<file path="config.mk">
export PLATFORM = sky130hd
export DESIGN_NAME = clock_page_replacement_timed
export DESIGN_NICKNAME = d
export VERILOG_FILES = /design/src/hw/rtl/cprt_pkg.sv /design/src/hw/rtl/clock_page_replacement_timed.sv
export SDC_FILE = /design/constraint.sdc
export NUM_CORES = 1
export LEC_CHECK = 0
export ABC_CLOCK_PERIOD_IN_PS = 6000
export BUFFER_PORTS_ARGS = -buffer_cell sky130_fd_sc_hd__buf_2
export CAP_MARGIN = 20
export CORE_AREA = 4 4 242 244
export CTS_BUF_LIST = sky130_fd_sc_hd__clkbuf_4 sky130_fd_sc_hd__clkbuf_8
export DETAILED_ROUTE_END_ITERATION = 8
export DIE_AREA = 0 0 246 248
export PLACE_DENSITY = 0.64
export SYNTH_ARGS = -nofsm -noshare
export SYNTH_HDL_FRONTEND = slang
export SYNTH_SLANG_ARGS = --single-unit
</file>
<file path="constraint.sdc">
create_clock -name clk -period 6 [get_ports clk]
set_input_delay 0 -clock clk [delete_from_list [all_inputs] [get_ports clk]]
set_output_delay 0 -clock clk [all_outputs]
set_load 0.02 [all_outputs]
</file>
<file path="src/hw/rtl/cprt_pkg.sv">
`timescale 1ns / 1ps

package cprt_pkg;

	// Number of page frames, the widths that follow from it and the other field widths.
	localparam int FRAMES = 8;
	localparam int IDX_W = (FRAMES > 1) ? $clog2(FRAMES) : 1;
	localparam int CNT_W = $clog2(2 * FRAMES);
	localparam int PAGE_W = 20;
	localparam int TIME_W = 32;
	localparam int FIDX_W = 3;

	typedef logic [PAGE_W-1:0] page_t;
	typedef logic [TIME_W-1:0] time_t;
	typedef logic [FIDX_W-1:0] fidx_t;
	typedef logic [IDX_W-1:0] idx_t;
	typedef logic [CNT_W-1:0] cnt_t;

	typedef enum logic [2:0] {
		ST_IDLE   = 3'b001,
		ST_LOOKUP = 3'b010,
		ST_SCAN   = 3'b100
	} state_t;

	// Low bits of a frame number as reported on the frame_index port.
	localparam int WIDE_W = (IDX_W > FIDX_W) ? IDX_W : FIDX_W;

	function automatic fidx_t to_fidx(input idx_t idx);
		logic [WIDE_W-1:0] wide;
		wide = WIDE_W'(idx);
		return wide[FIDX_W-1:0];
	endfunction

endpackage

</file>
<file path="src/hw/rtl/clock_page_replacement_timed.sv">
`timescale 1ns / 1ps

// Timed clock page replacement over a small set of page frames.
// A reference transaction is taken at a rising edge where start is high and
// busy is low; page_number and ref_time are sampled there. The block then
// stays busy while it works. The cycle after the accept, all frames are
// compared with the page at once; a hit updates that frame and the result
// is presented on the next cycle. On a miss, one shared compare and
// saturating increment unit examines one frame per cycle at the clock hand,
// for at most two passes over the frames. The done strobe then follows the
// frame that qualifies, or the last frame examined when none does. A new
// reference can be started in the cycle done is high; the block takes no
// new reference while busy, before it is through with the last one.
// Every result is shown for exactly one cycle with done high; the receiver
// cannot stall and must take it then.
// Reset empties every frame, clears reference bits and times and puts the
// hand on frame zero; the stored page numbers are only read once written.
module clock_page_replacement_timed (
	input  logic             clk,
	input  logic             arst_n,
	input  logic             start,
	output logic             busy,
	input  cprt_pkg::page_t  page_number,
	input  cprt_pkg::time_t  ref_time,
	output logic             done,
	output logic             hit,
	output cprt_pkg::fidx_t  frame_index,
	output logic             replaced,
	output logic             evicted_valid,
	output cprt_pkg::page_t  evicted_page,
	output cprt_pkg::time_t  evicted_time,
	output logic             no_victim
);
	import cprt_pkg::*;

	state_t state_q;
	page_t  page_q;
	time_t  now_q;
	idx_t   hand_q;
	cnt_t   count_q;

	page_t             frame_page_q [FRAMES];
	logic [FRAMES-1:0] frame_valid_q;
	logic [FRAMES-1:0] frame_ref_q;
	time_t             frame_time_q [FRAMES];

	logic              done_q;
	logic              hit_q;
	fidx_t             frame_index_q;
	logic              replaced_q;
	logic              evicted_valid_q;
	page_t             evicted_page_q;
	time_t             evicted_time_q;
	logic              no_victim_q;

	logic              accept;
	logic [FRAMES-1:0] match;
	logic              any_match;
	idx_t              match_idx;
	logic              victim_ok;
	time_t             hand_time;
	time_t             passed_time;
	idx_t              hand_next;
	logic              scan_last;

	assign accept = start && (state_q == ST_IDLE);
	assign busy = (state_q != ST_IDLE);

	// Parallel hit search; the lowest matching frame wins.
	always_comb begin
		match_idx = '0;
		for (int f = 0; f < FRAMES; f++) begin
			match[f] = frame_valid_q[f] && (frame_page_q[f] == page_q);
		end
		for (int f = FRAMES - 1; f >= 0; f--) begin
			if (match[f]) begin
				match_idx = IDX_W'(f);
			end
		end
	end
	assign any_match = |match;

	// Shared scan unit: the age test and the saturating increment at the hand.
	assign hand_time = frame_time_q[hand_q];
	assign victim_ok = !frame_ref_q[hand_q] && (hand_time < now_q);
	assign passed_time = (hand_time == '1) ? hand_time : hand_time + TIME_W'(1);
	assign hand_next = (hand_q == IDX_W'(FRAMES - 1)) ? '0 : hand_q + IDX_W'(1);
	assign scan_last = (count_q == CNT_W'(2 * FRAMES - 1));

	always_ff @(posedge clk or negedge arst_n) begin
		if (!arst_n) begin
			state_q <= ST_IDLE;
			hand_q <= '0;
			count_q <= '0;
			frame_valid_q <= '0;
			frame_ref_q <= '0;
			for (int f = 0; f < FRAMES; f++) begin
				frame_time_q[f] <= '0;
			end
			done_q <= 1'b0;
		end else begin
			done_q <= 1'b0;
			case (state_q)
				ST_IDLE: begin
					if (accept) begin
						state_q <= ST_LOOKUP;
					end
				end
				ST_LOOKUP: begin
					count_q <= '0;
					if (any_match) begin
						frame_ref_q[match_idx] <= 1'b1;
						frame_time_q[match_idx] <= now_q;
						done_q <= 1'b1;
						state_q <= ST_IDLE;
					end else begin
						state_q <= ST_SCAN;
					end
				end
				ST_SCAN: begin
					if (victim_ok) begin
						frame_valid_q[hand_q] <= 1'b1;
						frame_ref_q[hand_q] <= 1'b1;
						frame_time_q[hand_q] <= now_q;
						done_q <= 1'b1;
						state_q <= ST_IDLE;
					end else begin
						frame_ref_q[hand_q] <= 1'b0;
						frame_time_q[hand_q] <= passed_time;
						hand_q <= hand_next;
						count_q <= count_q + CNT_W'(1);
						if (scan_last) begin
							done_q <= 1'b1;
							state_q <= ST_IDLE;
						end
					end
				end
				default: begin
					state_q <= ST_IDLE;
				end
			endcase
		end
	end

	// Payload registers: request capture, page store and result fields.
	always_ff @(posedge clk) begin
		if (accept) begin
			page_q <= page_number;
			now_q <= ref_time;
		end
		if (state_q == ST_LOOKUP) begin
			hit_q <= 1'b1;
			frame_index_q <= to_fidx(match_idx);
			replaced_q <= 1'b0;
			evicted_valid_q <= 1'b0;
			evicted_page_q <= '0;
			evicted_time_q <= '0;
			no_victim_q <= 1'b0;
		end
		if (state_q == ST_SCAN) begin
			hit_q <= 1'b0;
			if (victim_ok) begin
				frame_page_q[hand_q] <= page_q;
				frame_index_q <= to_fidx(hand_q);
				replaced_q <= 1'b1;
				evicted_valid_q <= frame_valid_q[hand_q];
				evicted_page_q <= frame_valid_q[hand_q] ? frame_page_q[hand_q] : '0;
				evicted_time_q <= hand_time;
				no_victim_q <= 1'b0;
			end else begin
				// On the last pass the hand is back where the scan began.
				frame_index_q <= to_fidx(hand_next);
				replaced_q <= 1'b0;
				evicted_valid_q <= 1'b0;
				evicted_page_q <= '0;
				evicted_time_q <= '0;
				no_victim_q <= 1'b1;
			end
		end
	end

	assign done = done_q;
	assign hit = hit_q;
	assign frame_index = frame_index_q;
	assign replaced = replaced_q;
	assign evicted_valid = evicted_valid_q;
	assign evicted_page = evicted_page_q;
	assign evicted_time = evicted_time_q;
	assign no_victim = no_victim_q;

endmodule

</file>
-- Word-level counts from Yosys, hierarchy flattened
Memories as Yosys holds them, arrays and structs flattened.
Cells that the tools add are included.
- equal/unequal tests: 19
- $lt $le $gt $ge: 9
- $add $sub $neg: 3
- div/mod/pow operators: 0
- bitwise gates (word level): 7
- reduce and logical (&&, ||, !) cells: 21
- $mul: 0
- muxes and demuxes: 64
- shift operators: 0
- operators by type and width (kind ; count):
    $bwmux 256 ; 3
    $mux 256 ; 2
    $pmux 256 s2 ; 1
    $mux 32 ; 8
    $demux 32 s3 ; 2
    $eq 20x20->1 ; 8
    $bmux 32 s3 ; 1
    $mux 20 ; 4
    $mux 3 ; 16
    $add 32x1->32 const B ; 1
    $eq 32x32->1 const B ; 1
    $lt 32x32->1 ; 1
    $or 8x8->8 ; 3
    $mux 1 ; 16
    $mux 8 ; 2
    $pmux 8 s2 ; 1
    $logic_and 1x1->1 ; 14
    $pmux 3 s3 ; 1
    $and 8x8->8 ; 1
    $ge 4x4->1 const B ; 2
    $lt 3x4->1 const B ; 2
    $lt 4x1->1 const B ; 2
    $not 3->4 ; 2
    $not 8->8 ; 1
    other kinds (19) ; 28
- input port bits: 55
- flip-flop bits (word level): 394
- output and inout port bits: 61
- memories kept: 1
- latch bits: 0
- memory bits (read-only): 0
- word-level logic and storage cells: 147
- bits in writable memories: 160
- memories (memory ; depth ; width ; read ports ; clocked after memory_dff ; write ports ; RTL line ; RTL):
    frame_page_q ; 8 ; 20 ; 9 ; 0 ; 1 ; clock_page_replacement_timed.sv:42 ; page_t frame_page_q [FRAMES];

-- Logic depth before layout (Yosys ltp)
Gate-level depths: netlist (run 1).
- word-level depth: 18
- gate-level depth with buffers: 21
- gate-level depth less buffers: 15

-- Worst setup path after synthesis (run 1)
Ideal clock, no wire load.
- path kind: register -> register
- from: reg hand_q[0]
- to: reg frame_time_q[182] (netlist name)
- clock period less this slack: 4.880 ns
- library setup time: 0.143 ns
- slack: 1.120 ns
- stages on the path, launching flop included: 20
- arrival: 4.737 ns
- cell sequence: dfrtp_1 buf_2 buf_2 buf_2 buf_2 buf_2 mux4_2 nand2_1 nand2_1 ha_1 o21ai_0 a211o_1 a41oi_1 o211ai_1 nand3_1 nor2_1 nor2_1 clkbuf_1 o22ai_1 a21oi_1
- cells in the longest elaborated chain, start to end: 9
- ends and longest elaborated chain (item ; RTL line ; RTL):
    start, declared ; clock_page_replacement_timed.sv:39 ; idx_t hand_q;
    start signal, assigned ; clock_page_replacement_timed.sv:130 ; hand_q <= hand_next;
    $not 3->4 (not written as such) * ; clock_page_replacement_timed.sv:84 ; assign hand_time = frame_time_q[hand_q];
    $bmux 32 s3 * ; clock_page_replacement_timed.sv:84 ;
    $mux 32 (not written as such) * (2 in a row) ; clock_page_replacement_timed.sv:84 ;
    named net hand_time[1] ; clock_page_replacement_timed.sv:61 ; time_t hand_time;
    $add 32x1->32 / $eq 32x32->1 (equally long branches) ; clock_page_replacement_timed.sv:86 ; assign passed_time = (hand_time == '1) ? hand_time : hand_time + TIME_W'(1);
    $mux 32 ; clock_page_replacement_timed.sv:86 ;
    $bwmux 256 ; clock_page_replacement_timed.sv:129 ; frame_time_q[hand_q] <= passed_time;
    $mux 256 * ; clock_page_replacement_timed.sv:121 ; if (victim_ok) begin
    $pmux 256 s2 * ; clock_page_replacement_timed.sv:103 ; case (state_q)
    end signal, assigned by index ; clock_page_replacement_timed.sv:113 ; frame_time_q[match_idx] <= now_q;
    end signal, assigned by index ; clock_page_replacement_timed.sv:124 ; frame_time_q[hand_q] <= now_q;
    end signal, assigned by index ; clock_page_replacement_timed.sv:129 ;
    end, declared ; clock_page_replacement_timed.sv:45 ; time_t frame_time_q [FRAMES];
The timed path passes the listed nets; every way through them passes the cells marked *. The select of a mux whose other input is x is not followed.
A chain may end at the register's enable or synchronous reset.

-- Final worst setup path (run 1)
- from: reg hand_q[1]
- to: reg frame_time_q[99] (netlist name)
- cells in the longest elaborated chain, start to end: 9
- ends and longest elaborated chain (item ; RTL line):
    $not 3->4 (not written as such) * ; clock_page_replacement_timed.sv:84
    $bmux 32 s3 * ; clock_page_replacement_timed.sv:84
    $mux 32 (not written as such) * (2 in a row) ; clock_page_replacement_timed.sv:84
    named net hand_time[28] ; clock_page_replacement_timed.sv:61
    parallel branches: the longest is 3 deep, another holds $lt 32x32->1 ; n/a
    $mux 256 * ; clock_page_replacement_timed.sv:121
    $pmux 256 s2 * ; clock_page_replacement_timed.sv:103
Mark *: on every way through the listed nets, which the timed path passes. The select of a mux whose other input is x is not followed.

==> results of run 1 <==
==> through the flow <==
step	setup WS, ns	power, mW	util [%]
floorplan	1.12	8.57	-
CTS	0.744	14.5	58.4
finish	0.535	14.7	58.4
global route	0.382	15.3	58.4
detailed placement	0.745	10.6	52.7
global placement	0.892	10.5	52.7
==> flip-flops by register name (all words and copies together), names as in the netlist, 4 cells and up, named ones only <==
| register | flops |
|---|---|
| now_q | 32 |
| evicted_time | 32 |
| evicted_page | 20 |
| frame_time_q | 256 |
| frame_page_q | 160 |
| frame_valid_q | 8 |
| count_q | 4 |
| page_q | 20 |
==> final cells by class <==
| class | count | area (sq um) | share of cell area, % |
|---|---|---|---|
| inverters | 77 | 289 | 0.879 |
| diodes | 3 | 7.51 | 0.0228 |
| clock inverters | 52 | 544 | 1.65 |
| multi-input cells | 1607 | 11800 | 35.9 |
| clock buffers | 125 | 1590 | 4.83 |
| well taps | 756 | 946 | 2.88 |
| flip-flops and latches | 554 | 15200 | 46.3 |
| repair buffers | 322 | 2490 | 7.56 |
==> how the worst max path moves through the flow <==
| stage | end | depth (start not counted) | slack [ns] | start |
|---|---|---|---|---|
| after floorplan | frame_time_q[182]$_DFFE_PN0P_ | 19 | 1.12 | hand_q[0]$_DFFE_PN0P_ |
| after global placement | frame_time_q[99]$_DFFE_PN0P_ | 13 | 0.89 | hand_q[2]$_DFFE_PN0P_ |
| after detailed placement | frame_time_q[99]$_DFFE_PN0P_ | 13 | 0.74 | hand_q[2]$_DFFE_PN0P_ |
| after CTS | frame_time_q[99]$_DFFE_PN0P_ | 13 | 0.74 | hand_q[2]$_DFFE_PN0P_ |
| after global routing | frame_time_q[208]$_DFFE_PN0P_ | 13 | 0.38 | hand_q[1]$_DFFE_PN0P_ |
| final | frame_time_q[99]$_DFFE_PN0P_ | 14 | 0.54 | hand_q[1]$_DFFE_PN0P_ |
==> power breakdown <==
group	switching [mW]	total [mW]	internal [mW]
clock	1.67	3.88	2.22
combinational	3.55	5.48	1.93
sequential	0.678	5.34	4.66
total	5.89	14.7	8.81
==> Yosys cell counts (48+ instances only) <==
cell / n / area [sq um]
dfrtp_1: 282 / 7060
inv_1: 75 / 282
clkbuf_1: 102 / 383
edfxtp_1: 270 / 8110
nand2_1: 125 / 469
mux2i_1: 79 / 791
xnor2_1: 146 / 1280
o21ai_0: 161 / 806
buf_2: 48 / 240
nor2_1: 122 / 458
a22oi_1: 169 / 1270
nand4_1: 60 / 375
o22ai_1: 69 / 432
a21oi_1: 102 / 510
==> timing repair <==
action	in CTS	in global routing
endpoints found under the hold margin	196	0
hold buffers	104	0
endpoints found under the setup margin	0	0
==> per-layer routing <==
layer  share of wire, %  vias to the layer above  GRT usage, %
met4                4.8                        0          14.7
met1                 40                    11700          48.4
met3                 12                      364          9.30
li1                   -                     9710             -
met2                 43                     1588          51.5
met5                  0                        -             0
==> cell families (layout without fill, tap and decap cells) <==
| family | after synthesis | in the layout |
|---|---|---|
| adders and majority gates | 35 | 35 |
| xor gates and xnor gates | 187 | 187 |
| DFF | 554 | 554 |
| other | 0 | 3 |
| muxes | 148 | 148 |
| buffers and inverters | 248 | 576 |
| AOI/OAI and AO/OA | 725 | 725 |
| and+or+nand+nor | 512 | 512 |
==> critical path: cells and delay by family (launching register included) <==
kind / cells / cell delay (ns)
AND/OR/NAND/NOR: 5 / 1.95
flip-flops: 1 / 0.66
AO/OA/AOI/OAI: 6 / 1.88
adder cells (fa/ha/maj): 1 / 0.35
buffers and inverters: 2 / 0.44
==> impl_metrics.json, run 1 <==
{
  "post-route-period-util_pct": 91.1,
  "synth_ff_type": "dfrtp_1",
  "clk_path_buf_depth": 3,
  "ant_nets": 0,
  "avgSynthCellArea_sq_um": 11.6,
  "clk_latency_ns": 0.74,
  "gp_congestion": 0.995,
  "cp-start-kind": "register",
  "nets": 2746,
  "grt_pass1_wl_um": 156000,
  "synthXorXnorAreaFrac_pct": 6.03,
  "grtUsageTotal_pct": 34.7,
  "cpMaxStageDelayCell": "nand2_1",
  "crit_type": "reg2reg",
  "timing.final.crit_period_ns": 5.46,
  "status": "finished, violations left",
  "synthesis.instances": 2409,
  "cpPeakStageDelay_ns": 0.79,
  "drc": 0,
  "final_common_cell": "dfrtp_1",
  "report.final.slew_viol_count": 0,
  "arrival_ns": 6.07,
  "wire_per_inst_um": 30.5,
  "dpl.cell_count": 3210,
  "slew_headroom_pct": 24.8,
  "peakVddDrop_mv": 0.265,
  "ys_ff_latch": 554,
  "cts_resized": 0,
  "grt_overflow": 0,
  "fillers": 4684,
  "area_growth_syn_to_layout_pct": 17.4,
  "layout.cells.non_filler": 3496,
  "io_pins": 116,
  "postLayoutCellArea_sq_mm": 0.0329,
  "grt_max_degree": 119,
  "die-area_sq_mm": 0.0610,
  "num_vias": 23400,
  "cts_root_buffer": "clkbuf_8",
  "hp-class": "in2async",
  "cts_tree": "yes",
  "syn_area_sq_mm": 0.0280,
  "r2r_setup_slack_ns": 0.54,
  "fp-row-count": 87,
  "hold_viol": 19,
  "cellPowerDensity_mw_per_mm2": 447,
  "tightest_slew_ns": 1.12,
  "fp.coreArea_sq_mm": 0.0563,
  "rsz0062_at_grt": "no",
  "drive_above_1_share_pct": 19.0,
  "violations": "hold timing",
  "drtIter0Drc": 3234,
  "place_area_sq_mm": 0.0297,
  "hold_ws_ns": -0.0284,
  "numCtsBuffers": 94,
  "synth_compound_area_share_pct": 17.4,
  "grt_pass1_vias": 23300,
  "crit_fanout": 35,
  "max-cap-violations": 0,
  "cts_sinks": 554,
  "setup_violations": 0,
  "crit_top_cell": "a211oi_1",
  "h-tree-depth": 3,
  "syn_nets": 2499,
  "rr_worst_depth": 14,
  "drtPass1Iterations": 8,
  "postCtsSetupBuffers": 0,
  "routed_via_density": 6.69,
  "final_cell_mix": "dfrtp_1, edfxtp_1, a22oi_1",
  "seq_area_frac_synth_pct": 54.3,
  "r2r-start": "hand_q[1]$_DFFE_PN0P_",
  "yosys_warnings": 0,
  "start_util_pct": 49.8,
  "fmax_ghz": 0.183,
  "hpwl_um": 70600,
  "synth-async-reset-ratio_pct": 51.1,
  "port_buffers": 115,
  "ys_types": 97,
  "rr_endpoint": "frame_time_q[99]$_DFFE_PN0P_",
  "p_leak_nw": 12.9,
  "final.setup.tns_ns": 0,
  "cp.required_ns": 6.61,
  "antenna_found_initial": 2,
  "yosys.area_share.simple_pct": 9.57,
  "crit_path_cell_trace": "buf_12 -> and2_0 -> a22o_1 -> a211oi_1 -> inv_1 -> ha_1 -> nand4_1 -> nor3_1 -> a221o_1 -> a211oi_1 -> nand3_1 -> nand2_1 -> o22ai_1 -> a211o_1",
  "clk_pin_slew_worst_paths_ns": 0.07,
  "clock_skew_ns": 0.0520,
  "synthMuxAreaShare_pct": 7.16,
  "synth-edff-count": 270,
  "cp-end-kind": "register",
  "synth_top_family_by_area": "compound AO/OA/AOI/OAI gates",
  "die_w_um": 246,
  "synthAdderAreaFrac_pct": 1.56,
  "die_h_um": 248,
  "wirelength_um": 107000
}
Power figures use the tool's default switching activity.
==> inputs of run 2 (changes only) <==
PLACE_DENSITY = 0.68   (was 0.64)
SKIP_LAST_GASP = 1   (was not set)
TNS_END_PERCENT = 1   (was not set)
==> run 2 against run 1 <==
The run now ends clean. Power decreased by 3.7%. Critical path depth decreased by 1. Clock-buffer cell count increased by 2. Critical endpoint is now frame_time_q[203]$_DFFE_PN0P_.
==> impl_metrics.json, run 2 (synthesis results as in run 1) <==
{
  "drc": 0,
  "status": "finished, final reports clean",
  "grt_pass1_wl_um": 152000,
  "tightest_slew_ns": 1.22,
  "report.final.slew_viol_count": 0,
  "area_growth_syn_to_layout_pct": 16.2,
  "start_util_pct": 49.8,
  "hp-class": "in2reg",
  "crit_path_cell_trace": "buf_4 -> nor3b_2 -> a222oi_1 -> nand2_1 -> ha_1 -> nand4_1 -> or4_1 -> o32ai_1 -> a211oi_1 -> nand3_1 -> buf_4 -> nand3_1 -> o21ai_0",
  "cts_root_buffer": "clkbuf_8",
  "hpwl_um": 69500,
  "drtPass1Iterations": 6,
  "largest_reg_flops": 256,
  "antenna_found_initial": 2,
  "p_leak_nw": 12.7,
  "cpPeakStageDelay_ns": 0.81,
  "routed_via_density": 6.68,
  "arrival_ns": 6.11,
  "port_buffers": 115,
  "cp-end-kind": "register",
  "wirelength_um": 104000,
  "ant_nets": 0,
  "cts_sinks": 554,
  "grt_max_degree": 142,
  "num_vias": 23200,
  "diodes": 0,
  "drtIter0Drc": 2964,
  "regMostFlops": "frame_time_q",
  "final.setup.tns_ns": 0,
  "drive_above_1_share_pct": 18.5,
  "grtUsageTotal_pct": 33.7,
  "grt_pass1_vias": 22600,
  "clk_path_buf_depth": 3,
  "gp_congestion": 0.966,
  "fp.coreArea_sq_mm": 0.0563,
  "cp-start-kind": "register",
  "final_common_cell": "dfrtp_1",
  "setup_slack_ns": 0.474,
  "final_cell_mix": "dfrtp_1, edfxtp_1, a22oi_1",
  "die-area_sq_mm": 0.0610,
  "slew_headroom_pct": 18.7,
  "numCtsBuffers": 92,
  "place_area_sq_mm": 0.0296,
  "fp-row-count": 87,
  "grt_overflow": 0,
  "fmax_ghz": 0.181,
  "wire_per_inst_um": 30.0,
  "cts_tree": "yes",
  "timing.final.crit_period_ns": 5.53,
  "peakVddDrop_mv": 0.239,
  "post-place-ws_ns": 0.743,
  "final_core_util_pct": 57.9,
  "nets": 2739,
  "postCtsSetupBuffers": 0,
  "max-cap-violations": 0,
  "rsz0062_at_grt": "no",
  "crit_fanout": 36,
  "clock_skew_ns": 0.0480,
  "cellPowerDensity_mw_per_mm2": 435,
  "post-route-period-util_pct": 92.1,
  "die_w_um": 246,
  "top_regs": "frame_time_q x256, frame_page_q x160",
  "cp.required_ns": 6.59,
  "h-tree-depth": 3,
  "postLayoutCellArea_sq_mm": 0.0326,
  "crit_type": "reg2reg",
  "hold_viol": 0,
  "cpMaxStageDelayCell": "dfrtp_4",
  "fillers": 4695,
  "io_pins": 116,
  "clk_pin_slew_worst_paths_ns": 0.06,
  "clk_latency_ns": 0.74,
  "setup_violations": 0,
  "die_h_um": 248
}
run 2: changes by cell type in the layout (fill, tap and decap cells not counted), moves of 4 or more:
cell,previous run,this run
bufinv_16,11,4
clkbuf_8,104,96
clkinv_2,21,10
buf_4,96,92
clkbuf_4,21,31
run 2: area by class of cell:
type                    count  area, sq um  area share [%]
repair buffers            317         2440            7.51
flip-flops and latches    554        15200            46.7
clock buffers             127         1550            4.77
inverters                  77          289           0.888
well taps                 756          946            2.91
clock inverters            40          310           0.953
multi-input cells        1607        11800            36.2
run 2: final timing paths:
check | from | endpoint | slack, ns | cells past startpoint
min in group asynchronous | arst_n | frame_time_q[114]$_DFFE_PN0P_ | 0.48 | 4
worst max-delay path | hand_q[1]$_DFFE_PN0P_ | frame_time_q[203]$_DFFE_PN0P_ | 0.47 | 13
worst max register to register | hand_q[1]$_DFFE_PN0P_ | frame_time_q[203]$_DFFE_PN0P_ | 0.47 | 13
max in group asynchronous | arst_n | hand_q[1]$_DFFE_PN0P_ | 4.62 | 4
worst min-delay path | ref_time[23] | now_q[23]$_DFFE_PP_ | 0.02 | 2
worst min register to register | frame_time_q[51]$_DFFE_PN0P_ | frame_time_q[51]$_DFFE_PN0P_ | 0.49 | 2
run 2: metrics by stage:
step,hold WS (ns),power [mW],instances
3_5_place_dp,0.0269,10.5,3205
6_report,0.0189,14.2,3478
3_3_place_gp,0.0181,10.4,3204
2_1_floorplan,-0.296,8.57,2409
5_1_grt,0.0193,14.7,3478
4_1_cts,0.00276,14.0,3477
run 2: metal layers:
metal / vias up / track usage, % / share of wire, %
met5: - / 0 / 0.024
met4: 4 / 13.1 / 4.0
met3: 318 / 9.12 / 12
met2: 1604 / 51.4 / 44
met1: 11600 / 46.5 / 40
li1: 9693 / - / -
run 2: worst max-delay path, delay by kind of cell, from the launching register on:
kind | cells | cell delay, ns
DFF | 1 | 0.81
buffers and inverters | 2 | 0.80
AOI/OAI and AO/OA | 4 | 1.51
adders and majority gates | 1 | 0.39
and+or+nand+nor | 6 | 1.81
run 2: timing repair:
item,CTS,global route
resized for setup,0,0
setup endpoints to repair,0,0
hold endpoints to repair,282,0
hold buffers,105,0
run 2: power by group:
part / switching, mW / total [mW] / internal, mW
combinational: 3.47 / 5.34 / 1.88
sequential: 0.684 / 5.34 / 4.66
clock: 1.61 / 3.47 / 1.86
